--- src/design/qpcr_pkg.sv ---
`default_nettype none

package qpcr_pkg;

  // Item layout widths
  localparam int WORD_BITS  = 32;
  localparam int EXT_BITS   = 64;
  localparam int SCALE_BITS = 26;
  // Quotient bits kept by the divider: enough to see any 32-bit saturation
  localparam int QUO_BITS   = 33;

  localparam logic [SCALE_BITS-1:0] SCALE_PER_SEC = SCALE_BITS'(1000000);
  localparam logic [SCALE_BITS-1:0] SCALE_PER_MIN = SCALE_BITS'(60000000);

  localparam logic [QUO_BITS-1:0] QUO_POS_MAX = QUO_BITS'(64'h0000_0000_7FFF_FFFF);
  localparam logic [QUO_BITS-1:0] QUO_NEG_MAX = QUO_BITS'(64'h0000_0000_8000_0000);
  localparam logic [WORD_BITS-1:0] RATE_POS_SAT = 32'h7FFF_FFFF;
  localparam logic [WORD_BITS-1:0] RATE_NEG_SAT = 32'h8000_0000;

  // Configuration register indexes
  localparam int CFG_INDEX_BITS = 8;
  localparam logic [CFG_INDEX_BITS-1:0] REG_ENABLE = 8'd0;
  localparam logic [CFG_INDEX_BITS-1:0] REG_QUAD   = 8'd1;

  typedef enum logic [1:0] {
    OP_EDGE     = 2'd0,
    OP_PRESET   = 2'd1,
    OP_RATE_SEC = 2'd2,
    OP_RATE_MIN = 2'd3
  } qpcr_op_e;

  typedef enum logic [1:0] {
    STAT_OK        = 2'd0,
    STAT_DISABLED  = 2'd1,
    STAT_ZERO_TIME = 2'd2,
    STAT_SATURATED = 2'd3
  } qpcr_status_e;

  typedef enum logic [2:0] {
    ST_IDLE,
    ST_MUL,
    ST_ACC,
    ST_CHECK,
    ST_DIV,
    ST_FIN
  } qpcr_state_e;

  // Controller to datapath
  typedef struct packed {
    logic load;
    logic mul;
    logic acc;
    logic check;
    logic div;
    logic fin_load;
  } qpcr_cmd_t;

  // Datapath to controller
  typedef struct packed {
    logic rate_go;
    logic chunk_last;
    logic sat_early;
    logic div_last;
  } qpcr_sts_t;

endpackage

`default_nettype wire

--- src/design/qpcr_ctrl.sv ---
`default_nettype none

module qpcr_ctrl import qpcr_pkg::*; (
  input  wire logic      clk_i,
  input  wire logic      rst_ni,
  input  wire logic      s_tvalid_i,
  output logic           s_tready_o,
  output logic           m_tvalid_o,
  input  wire logic      m_tready_i,
  input  wire qpcr_sts_t sts_i,
  output qpcr_cmd_t      cmd_o
);

  qpcr_state_e state_q, state_d;
  logic        m_tvalid_q, m_tvalid_d;
  logic        out_free;

  assign out_free   = !m_tvalid_q || m_tready_i;
  assign m_tvalid_o = m_tvalid_q;

  // State and output valid registers
  always_ff @(posedge clk_i or negedge rst_ni) begin
    if (!rst_ni) begin
      state_q    <= ST_IDLE;
      m_tvalid_q <= 1'b0;
    end else begin
      state_q    <= state_d;
      m_tvalid_q <= m_tvalid_d;
    end
  end

  // Next state and datapath commands
  always_comb begin
    state_d    = state_q;
    cmd_o      = '0;
    s_tready_o = 1'b0;
    m_tvalid_d = m_tvalid_q && !m_tready_i;
    unique case (state_q)
      ST_IDLE: begin
        s_tready_o = 1'b1;
        if (s_tvalid_i) begin
          cmd_o.load = 1'b1;
          state_d    = sts_i.rate_go ? ST_MUL : ST_FIN;
        end
      end
      ST_MUL: begin
        cmd_o.mul = 1'b1;
        state_d   = ST_ACC;
      end
      ST_ACC: begin
        cmd_o.acc = 1'b1;
        state_d   = sts_i.chunk_last ? ST_CHECK : ST_MUL;
      end
      ST_CHECK: begin
        cmd_o.check = 1'b1;
        state_d     = sts_i.sat_early ? ST_FIN : ST_DIV;
      end
      ST_DIV: begin
        cmd_o.div = 1'b1;
        if (sts_i.div_last) begin
          state_d = ST_FIN;
        end
      end
      ST_FIN: begin
        if (out_free) begin
          cmd_o.fin_load = 1'b1;
          m_tvalid_d     = 1'b1;
          state_d        = ST_IDLE;
        end
      end
      default: state_d = ST_IDLE;
    endcase
  end

  a_fin_shows_result: assert property (@(posedge clk_i) disable iff (!rst_ni)
    (state_q == ST_FIN && out_free) |=> m_tvalid_q)
    else $error("finished result not presented");

  a_simple_item_skips_div: assert property (@(posedge clk_i) disable iff (!rst_ni)
    (state_q == ST_IDLE && s_tvalid_i && !sts_i.rate_go) |=> state_q == ST_FIN)
    else $error("non-dividing item entered the divider");

  a_div_ends_in_fin: assert property (@(posedge clk_i) disable iff (!rst_ni)
    (state_q == ST_DIV && sts_i.div_last) |=> state_q == ST_FIN)
    else $error("divider overran its last step");

endmodule

`default_nettype wire

--- src/design/qpcr_dp.sv ---
`default_nettype none

module qpcr_dp import qpcr_pkg::*; #(
  parameter int COUNT_BITS = 32,
  parameter int TIME_BITS  = 32
) (
  input  wire logic                      clk_i,
  input  wire logic                      rst_ni,
  // configuration
  input  wire logic                      cfg_we_i,
  input  wire logic [CFG_INDEX_BITS-1:0] cfg_index_i,
  input  wire logic                      cfg_data_i,
  // input item fields
  input  wire logic [1:0]                cmd_i,
  input  wire logic                      level_a_i,
  input  wire logic                      level_b_i,
  input  wire logic [WORD_BITS-1:0]      preset_value_i,
  input  wire logic [WORD_BITS-1:0]      now_us_i,
  // result fields
  output logic [WORD_BITS-1:0]           count_value_o,
  output logic [WORD_BITS-1:0]           rate_value_o,
  output logic [1:0]                     status_o,
  // control
  input  wire qpcr_cmd_t                 cmd_in_i,
  output qpcr_sts_t                      sts_o
);

  localparam int NCH = (COUNT_BITS + WORD_BITS - 1) / WORD_BITS;
  localparam int MW  = NCH * WORD_BITS;
  localparam int AW  = MW + SCALE_BITS;
  localparam int PPW = WORD_BITS + SCALE_BITS;
  localparam int HW  = AW - QUO_BITS;
  localparam int CW  = (HW > TIME_BITS) ? HW : TIME_BITS;
  localparam int CHW = $clog2(NCH + 1);
  localparam int DCW = $clog2(QUO_BITS + 1);

  // Configuration and measurement state
  logic                  enable_q;
  logic                  quad_q;
  logic [COUNT_BITS-1:0] pulse_count_q;
  logic [TIME_BITS-1:0]  last_time_q;
  logic [COUNT_BITS-1:0] last_count_q;

  // Per-item working registers
  logic                  rate_cmd_q;
  logic                  zero_q;
  logic                  neg_q;
  logic                  per_min_q;
  logic [TIME_BITS-1:0]  elapsed_q;
  logic [MW-1:0]         mshift_q;
  logic [CHW-1:0]        ch_q;
  logic [PPW-1:0]        pp_q;
  logic [AW-1:0]         acc_q;
  logic                  sat_q;
  logic [TIME_BITS-1:0]  rem_q;
  logic [QUO_BITS-1:0]   low_q;
  logic [QUO_BITS-1:0]   quo_q;
  logic [DCW-1:0]        dcnt_q;

  // Output payload registers
  logic [WORD_BITS-1:0]  count_q;
  logic [WORD_BITS-1:0]  rate_q;
  logic [1:0]            status_q;

  qpcr_op_e              op;
  logic [EXT_BITS-1:0]   now_ext;
  logic [EXT_BITS-1:0]   preset_ext;
  logic [EXT_BITS-1:0]   count_ext;
  logic [TIME_BITS-1:0]  now_t;
  logic [TIME_BITS-1:0]  elapsed_w;
  logic [COUNT_BITS-1:0] diff_w;
  logic                  neg_w;
  logic [COUNT_BITS-1:0] mag_w;
  logic                  is_rate;
  logic                  up;
  logic [SCALE_BITS-1:0] scale_w;
  logic [PPW-1:0]        pp_w;
  logic [CW-1:0]         hi_w;
  logic                  hi_ge;
  logic [TIME_BITS:0]    trial;
  logic                  trial_ge;
  logic [TIME_BITS:0]    trial_sub;
  logic                  pos_sat;
  logic                  neg_sat;
  logic [WORD_BITS-1:0]  rate_w;
  logic [1:0]            status_w;

  assign op         = qpcr_op_e'(cmd_i);
  assign now_ext    = EXT_BITS'(now_us_i);
  assign now_t      = now_ext[TIME_BITS-1:0];
  assign preset_ext = {{(EXT_BITS - WORD_BITS){preset_value_i[WORD_BITS-1]}}, preset_value_i};
  assign elapsed_w  = now_t - last_time_q;
  assign diff_w     = pulse_count_q - last_count_q;
  assign neg_w      = diff_w[COUNT_BITS-1];
  assign mag_w      = neg_w ? (COUNT_BITS'(0) - diff_w) : diff_w;
  assign is_rate    = (op == OP_RATE_SEC) || (op == OP_RATE_MIN);
  assign up         = quad_q ? (level_a_i ^ level_b_i) : 1'b1;

  // Scaled product: one 32-bit chunk of the magnitude per multiply
  assign scale_w = per_min_q ? SCALE_PER_MIN : SCALE_PER_SEC;
  assign pp_w    = PPW'(mshift_q[MW-1 -: WORD_BITS]) * PPW'(scale_w);

  // Overflow precheck: quotient at least 2^QUO_BITS
  assign hi_w  = CW'(acc_q[AW-1:QUO_BITS]);
  assign hi_ge = hi_w >= CW'(elapsed_q);

  // Restoring divide step
  assign trial     = {rem_q, low_q[QUO_BITS-1]};
  assign trial_ge  = trial >= {1'b0, elapsed_q};
  assign trial_sub = trial - {1'b0, elapsed_q};

  assign sts_o.rate_go    = enable_q && is_rate && (elapsed_w != '0);
  assign sts_o.chunk_last = (ch_q == '0);
  assign sts_o.sat_early  = hi_ge;
  assign sts_o.div_last   = (dcnt_q == DCW'(1));

  // Saturate and sign the quotient
  assign pos_sat = sat_q || (quo_q > QUO_POS_MAX);
  assign neg_sat = sat_q || (quo_q > QUO_NEG_MAX);
  assign count_ext = EXT_BITS'(pulse_count_q);

  always_comb begin
    rate_w   = '0;
    status_w = STAT_OK;
    if (!enable_q) begin
      status_w = STAT_DISABLED;
    end else if (rate_cmd_q) begin
      if (zero_q) begin
        status_w = STAT_ZERO_TIME;
      end else if (neg_q) begin
        rate_w = neg_sat ? RATE_NEG_SAT : (WORD_BITS'(0) - quo_q[WORD_BITS-1:0]);
        if (neg_sat) begin
          status_w = STAT_SATURATED;
        end
      end else begin
        rate_w = pos_sat ? RATE_POS_SAT : quo_q[WORD_BITS-1:0];
        if (pos_sat) begin
          status_w = STAT_SATURATED;
        end
      end
    end
  end

  // Configuration and count state
  always_ff @(posedge clk_i or negedge rst_ni) begin
    if (!rst_ni) begin
      enable_q      <= 1'b0;
      quad_q        <= 1'b0;
      pulse_count_q <= '0;
      last_time_q   <= '0;
      last_count_q  <= '0;
    end else begin
      if (cfg_we_i) begin
        if (cfg_index_i == REG_ENABLE) begin
          enable_q <= cfg_data_i;
        end else if (cfg_index_i == REG_QUAD) begin
          quad_q <= cfg_data_i;
        end
      end
      if (cmd_in_i.load) begin
        if (op == OP_PRESET) begin
          pulse_count_q <= preset_ext[COUNT_BITS-1:0];
        end else if (enable_q && op == OP_EDGE) begin
          pulse_count_q <= up ? (pulse_count_q + COUNT_BITS'(1))
                              : (pulse_count_q - COUNT_BITS'(1));
        end else if (enable_q) begin
          last_time_q  <= now_t;
          last_count_q <= pulse_count_q;
        end
      end
    end
  end

  // Working registers for the rate computation
  always_ff @(posedge clk_i) begin
    if (cmd_in_i.load) begin
      rate_cmd_q <= enable_q && is_rate;
      zero_q     <= (elapsed_w == '0);
      neg_q      <= neg_w;
      per_min_q  <= (op == OP_RATE_MIN);
      elapsed_q  <= elapsed_w;
      mshift_q   <= MW'(mag_w);
      ch_q       <= CHW'(NCH);
      acc_q      <= '0;
      sat_q      <= 1'b0;
    end
    if (cmd_in_i.mul) begin
      pp_q     <= pp_w;
      mshift_q <= mshift_q << WORD_BITS;
      ch_q     <= ch_q - CHW'(1);
    end
    if (cmd_in_i.acc) begin
      acc_q <= (acc_q << WORD_BITS) + AW'(pp_q);
    end
    if (cmd_in_i.check) begin
      sat_q  <= hi_ge;
      rem_q  <= hi_w[TIME_BITS-1:0];
      low_q  <= acc_q[QUO_BITS-1:0];
      dcnt_q <= DCW'(QUO_BITS);
    end
    if (cmd_in_i.div) begin
      rem_q  <= trial_ge ? trial_sub[TIME_BITS-1:0] : trial[TIME_BITS-1:0];
      quo_q  <= {quo_q[QUO_BITS-2:0], trial_ge};
      low_q  <= low_q << 1;
      dcnt_q <= dcnt_q - DCW'(1);
    end
    if (cmd_in_i.fin_load) begin
      count_q  <= enable_q ? count_ext[WORD_BITS-1:0] : '0;
      rate_q   <= rate_w;
      status_q <= status_w;
    end
  end

  assign count_value_o = count_q;
  assign rate_value_o  = rate_q;
  assign status_o      = status_q;

  a_rem_below_divisor: assert property (@(posedge clk_i) disable iff (!rst_ni)
    cmd_in_i.div |-> rem_q < elapsed_q)
    else $error("partial remainder not below divisor");

  a_count_holds_between_items: assert property (@(posedge clk_i) disable iff (!rst_ni)
    !cmd_in_i.load |=> $stable(pulse_count_q))
    else $error("count changed without an item");

  a_disabled_status: assert property (@(posedge clk_i) disable iff (!rst_ni)
    (cmd_in_i.fin_load && !enable_q) |=> status_q == STAT_DISABLED && count_q == '0)
    else $error("disabled result not reported");

endmodule

`default_nettype wire

--- src/design/quadrature_pulse_counter_rate_core.sv ---
// Quadrature pulse counter with rate measurement.
// Input stream (s_axis_*): tuser carries the command (edge, preset, rate per
// second, rate per minute); tdata carries the pin levels, preset value and
// microsecond timestamp. Each transfer yields exactly one result transfer on
// m_axis_* carrying the count, the rate and a status code.
// Configuration (cfg_*): index 0 enables counting, index 1 selects quadrature
// direction; cfg_ready_o is always high. Write only while no item is in flight.
// An edge or preset item goes through the finish state, where its result is
// loaded into the output register once that register is free; so do rate
// items that are disabled or see zero elapsed time. Any other rate item runs
// multiply and accumulate steps, a check, the divider and the finish state:
// a 32-by-26 multiplier builds the scaled count one chunk per multiply and
// accumulate pair, then a restoring divider resolves one quotient bit per
// cycle; the divider is skipped if the check already finds saturation.
// Throughput: one item at a time; the next input is taken only after the
// previous item has left the finish state. One finished result may wait in
// the output register while the next item is taken and processed. If the
// receiver stalls, the block holds that next result and stops taking input.
// Reset clears the count, the last rate sample and both configuration bits.
`default_nettype none

module quadrature_pulse_counter_rate_core import qpcr_pkg::*; #(
  parameter int COUNT_BITS = 32,
  parameter int TIME_BITS  = 32
) (
  input  wire logic                      clk_i,
  input  wire logic                      rst_ni,
  // configuration write channel
  input  wire logic                      cfg_valid_i,
  output logic                           cfg_ready_o,
  input  wire logic [CFG_INDEX_BITS-1:0] cfg_index_i,
  input  wire logic                      cfg_data_i,
  // input stream
  input  wire logic                      s_axis_tvalid,
  output logic                           s_axis_tready,
  input  wire logic [71:0]               s_axis_tdata,  // level_a, level_b, preset_value, now_us
  input  wire logic [1:0]                s_axis_tuser,  // cmd
  // result stream
  output logic                           m_axis_tvalid,
  input  wire logic                      m_axis_tready,
  output logic [71:0]                    m_axis_tdata   // count_value, rate_value, status
);

  qpcr_cmd_t             cmd;
  qpcr_sts_t             sts;
  logic [WORD_BITS-1:0]  count_value;
  logic [WORD_BITS-1:0]  rate_value;
  logic [1:0]            status;

  assign cfg_ready_o = 1'b1;

  qpcr_ctrl u_ctrl (
    .clk_i      (clk_i),
    .rst_ni     (rst_ni),
    .s_tvalid_i (s_axis_tvalid),
    .s_tready_o (s_axis_tready),
    .m_tvalid_o (m_axis_tvalid),
    .m_tready_i (m_axis_tready),
    .sts_i      (sts),
    .cmd_o      (cmd)
  );

  qpcr_dp #(
    .COUNT_BITS (COUNT_BITS),
    .TIME_BITS  (TIME_BITS)
  ) u_dp (
    .clk_i          (clk_i),
    .rst_ni         (rst_ni),
    .cfg_we_i       (cfg_valid_i),
    .cfg_index_i    (cfg_index_i),
    .cfg_data_i     (cfg_data_i),
    .cmd_i          (s_axis_tuser),
    .level_a_i      (s_axis_tdata[0]),
    .level_b_i      (s_axis_tdata[1]),
    .preset_value_i (s_axis_tdata[33:2]),
    .now_us_i       (s_axis_tdata[65:34]),
    .count_value_o  (count_value),
    .rate_value_o   (rate_value),
    .status_o       (status),
    .cmd_in_i       (cmd),
    .sts_o          (sts)
  );

  // Pack the result, zero fill to whole bytes
  assign m_axis_tdata = {6'b0, status, rate_value, count_value};

endmodule

`default_nettype wire

--- config.mk ---
export PLATFORM = sky130hd
export DESIGN_NAME = quadrature_pulse_counter_rate_core
export DESIGN_NICKNAME = d
export VERILOG_FILES = /design/src/design/qpcr_pkg.sv /design/src/design/qpcr_ctrl.sv /design/src/design/qpcr_dp.sv /design/src/design/quadrature_pulse_counter_rate_core.sv
export SDC_FILE = /design/constraint.sdc
export NUM_CORES = 2
export LEC_CHECK = 0
export ABC_AREA = 1
export ABC_CLOCK_PERIOD_IN_PS = 7240
export BUFFER_PORTS_ARGS = -buffer_cell sky130_fd_sc_hd__clkbuf_2
export CORE_UTILIZATION = 45
export CTS_CLUSTER_SIZE = 12
export DETAILED_ROUTE_END_ITERATION = 10
export SETUP_SLACK_MARGIN = 0.1
export SYNTH_ARGS = -nofsm -noshare
export SYNTH_HDL_FRONTEND = slang
export SYNTH_SLANG_ARGS = --single-unit
--- constraint.sdc ---
create_clock -name clk_i -period 7.24 [get_ports clk_i]
set_clock_uncertainty 0.2 [all_clocks]
set_input_delay 0 -clock clk_i [delete_from_list [all_inputs] [get_ports clk_i]]
set_output_delay 0 -clock clk_i [all_outputs]
set_load 0.01 [all_outputs]
==> results_dict.tcl <==
set metrics [dict create \
    clk_latency_ns 0.65 \
    final_hold_viol_count 0 \
    min_path_cells 4 \
    synth_top_cell_by_area "edfxtp_1" \
    placed_area_sq_um 45770 \
    wl_microns 120000 \
    worstSetupEndpointType "flop" \
    maxCapViolCount 0 \
    worst-setup-path-type "flop to flop" \
    worst-endpoint-arrival_ns 7.09 \
    worstSetupStartpointType "flop" \
    yosysWarnings 0 \
    wl_per_cell_microns 16.93 \
    min_period_ns 6.881 \
    synth_edf_count 306 \
    finalCritPeriodShare_pct 95.04 \
    antenna_found_initial 1 \
    synthFlopType "edfxtp_1" \
    top_regs "u_dp.acc_q x52, u_dp.pp_q x52, u_dp.quo_q x33" \
    synth.avg_cell_area_sq_um 7.965 \
    cp_common_cell "fa_1" \
    htreeDepth 2 \
    vias 35650 \
    syn2layout_area_growth_pct 14.11 \
    syn_area_sq_um 43150 \
    drt_first_iter_violations 2299 \
    reg2regPathDepth 24 \
    gp_congestion 0.9413 \
    num_io_pins 163 \
    status "finished clean" \
    first_global_vias 35670 \
    clk_pin_slew_ns 0.06 \
    crit_required_ns 7.45 \
    use_met1_pct 33.76 \
    hp-class "input port to flop" \
    grt-ovfl-total 0 \
    num-fill-cells 9282 \
    clock-sinks 440 \
    synth-seq-cells 440 \
    cp_slowest_cell "fa_1" \
    final_nets 6648 \
    grt_start_max_net_pins 81 \
    grt_util_all_layers_pct 25.00 \
    grt_pass1_wl_microns 192100 \
    slew_viol_final 0 \
    relSlewSlack_pct 27.91 \
    cts_tree "built" \
    synth_top_area_share_pct 21.30 \
    setup_viol 0 \
    grt.busiest_layer "met2" \
    hpwl_microns 96660 \
    place_inst 6830 \
    die_area_sq_um 97130 \
    fin_setup_tns_ns 0 \
    netlist_instances 5417 \
    synth.distinct_cells 65 \
    final_antenna_net_count 0 \
    holdWs_ns 0.04503 \
    crit_chain "buf_4, buf_4, buf_16, nand2_1, buf_4, fa_1, inv_1, fa_1, fa_1, inv_1, fa_1, inv_1, fa_1, fa_1, ha_1, ha_2, nand2_1, nor2_1, inv_1, nor2_1, inv_1, nor2_1, a21oi_2, xnor2_1" \
    numCtsBuffers 53 \
    tightest_slew_ns 1.081 \
    postLayoutCellArea_sq_um 49240 \
    seq_area_frac_synth_pct 28.70 \
    timing.fmax_ghz 0.1453 \
    core_sq_um 95010 \
    async_flop_share_pct 23.18 \
    final_cells 7088 \
    synth_area_leaders "edfxtp_1 (21%), fa_1 (14%), ha_1 (14%)" \
    drc_errors 0 \
    worstPathMaxFanout 24 \
    met2_usage_pct 42.31 \
    firstDrtPassIters 6 \
    viasPerCell 5.030 \
    initial_core_util_pct 45.41 \
    grt_util_met3_pct 2.562 \
    die_w_microns 311.7 \
    std_cell_rows 113 \
    max_stage_delay_ns 0.56 \
    io_buffers 149 \
    cts-root-buf "clkbuf_16" \
    chipHeight_microns 311.7 \
    rsz0062_at_grt "yes" \
    cts_buffer_depth 3 \
    drive_gt1_share_pct 7.300 \
]
cell families (layout without fill, tap and decap cells):
logic type	count (synthesis)	count (layout)	share of synthesized area (%)
AO/OA/AOI/OAI	795	795	10.13
XOR/XNOR	144	144	2.923
adder cells (fa/ha/maj)	782	782	28.00
buffers and inverters	1279	1677	11.31
flip-flops	440	440	28.70
multiplexers	3	3	0.07539
other	2	10	0.01740
AND/OR/NAND/NOR	1972	1972	18.85
layout make-up:
cell class              instances  area, sq um  area share (%)
diodes                          1        2.502        0.005082
multi-input cells            3705        26070           52.95
repair buffers                389         2988           6.068
clock buffers                  79         1514           3.075
clock inverters                20        230.2          0.4676
flip-flops and latches        440        12380           25.15
well taps                    1265         1583           3.214
inverters                    1189         4466           9.069
cells in the mapped netlist, types with 11 or more instances:
library cell  count
a21o_1           15
nor4_1           14
edfxtp_1        306
fa_1            306
nor2_1          415
xor2_1           89
dfrtp_1         102
inv_1          1183
clkbuf_1         60
ha_1            476
o211ai_1         22
xnor2_1          55
a21oi_1         332
a31oi_1          19
nor3_1           39
nand2_2          14
o21bai_1         16
nand3_1         173
buf_4            11
dfxtp_1          32
nand2_1        1194
or2_2            17
o21ai_0         313
a22o_1           25
nand3b_1         16
nand4_1          58
cell usage in the layout (no fill, tap or decap), types with 58 or more instances in the layout:
master,count
dlygate4sd3_1,152
nand3_1,172
clkbuf_2,148
xor2_1,88
o21ai_0,306
inv_1,1176
edfxtp_1,306
nand2_1,1188
nand4_1,58
fa_1,306
a21oi_1,323
ha_1,474
nor2_1,403
dfrtp_1,102
buf_4,86
metal layers:
metal | part of all wire [%] | wire length, microns
met1 | 45 | 54450
met2 | 47 | 56990
met3 | 4.2 | 5073
met4 | 2.9 | 3483
met5 | 0 | 0
what timing repair did:
item / CTS / global route
setup buffers: 0 / 4
hold endpoints to repair: 225 / 0
endpoints found under the setup margin: 0 / 24
resized for setup: 0 / 46
hold buffers: 153 / 0
through the flow:
stage | worst slack [ns] | util, %
global placement | 0.2250 | 48.17
floorplan | 0.1231 | -
finish | 0.3588 | 51.82
CTS | 0.1510 | 51.64
detailed placement | 0.1860 | 48.17
global route | 0.05617 | 51.82
worst max-delay path, delay by kind of cell, from the launching register on:
family | cells | cell delay, ns
buffers and inverters | 9 | 1.09
AOI/OAI and AO/OA | 1 | 0.12
adders and majority gates | 8 | 3.85
xor gates and xnor gates | 1 | 0.33
and+or+nand+nor | 5 | 0.68
DFF | 1 | 0.34
final timing paths:
kind                       slack, ns                                 end                startpoint
max                             0.36             u_dp.pp_q[41]$_DFFE_PP_  u_dp.per_min_q$_DFFE_PP_
min                             0.05     u_dp.last_time_q[1]$_DFFE_PN0P_          s_axis_tdata[35]
max reg2reg                     0.36             u_dp.pp_q[41]$_DFFE_PP_  u_dp.per_min_q$_DFFE_PP_
min reg2reg                     0.31             u_dp.quo_q[6]$_DFFE_PP_   u_dp.quo_q[5]$_DFFE_PP_
max in group asynchronous       5.87    u_dp.last_time_q[20]$_DFFE_PN0P_                    rst_ni
min in group asynchronous       0.22  u_dp.pulse_count_q[16]$_DFFE_PN0P_                    rst_ni
Power is left out: the tool's default activity adds up to more than one toggle a clock period on the data nets, which glitch-free logic cannot reach.
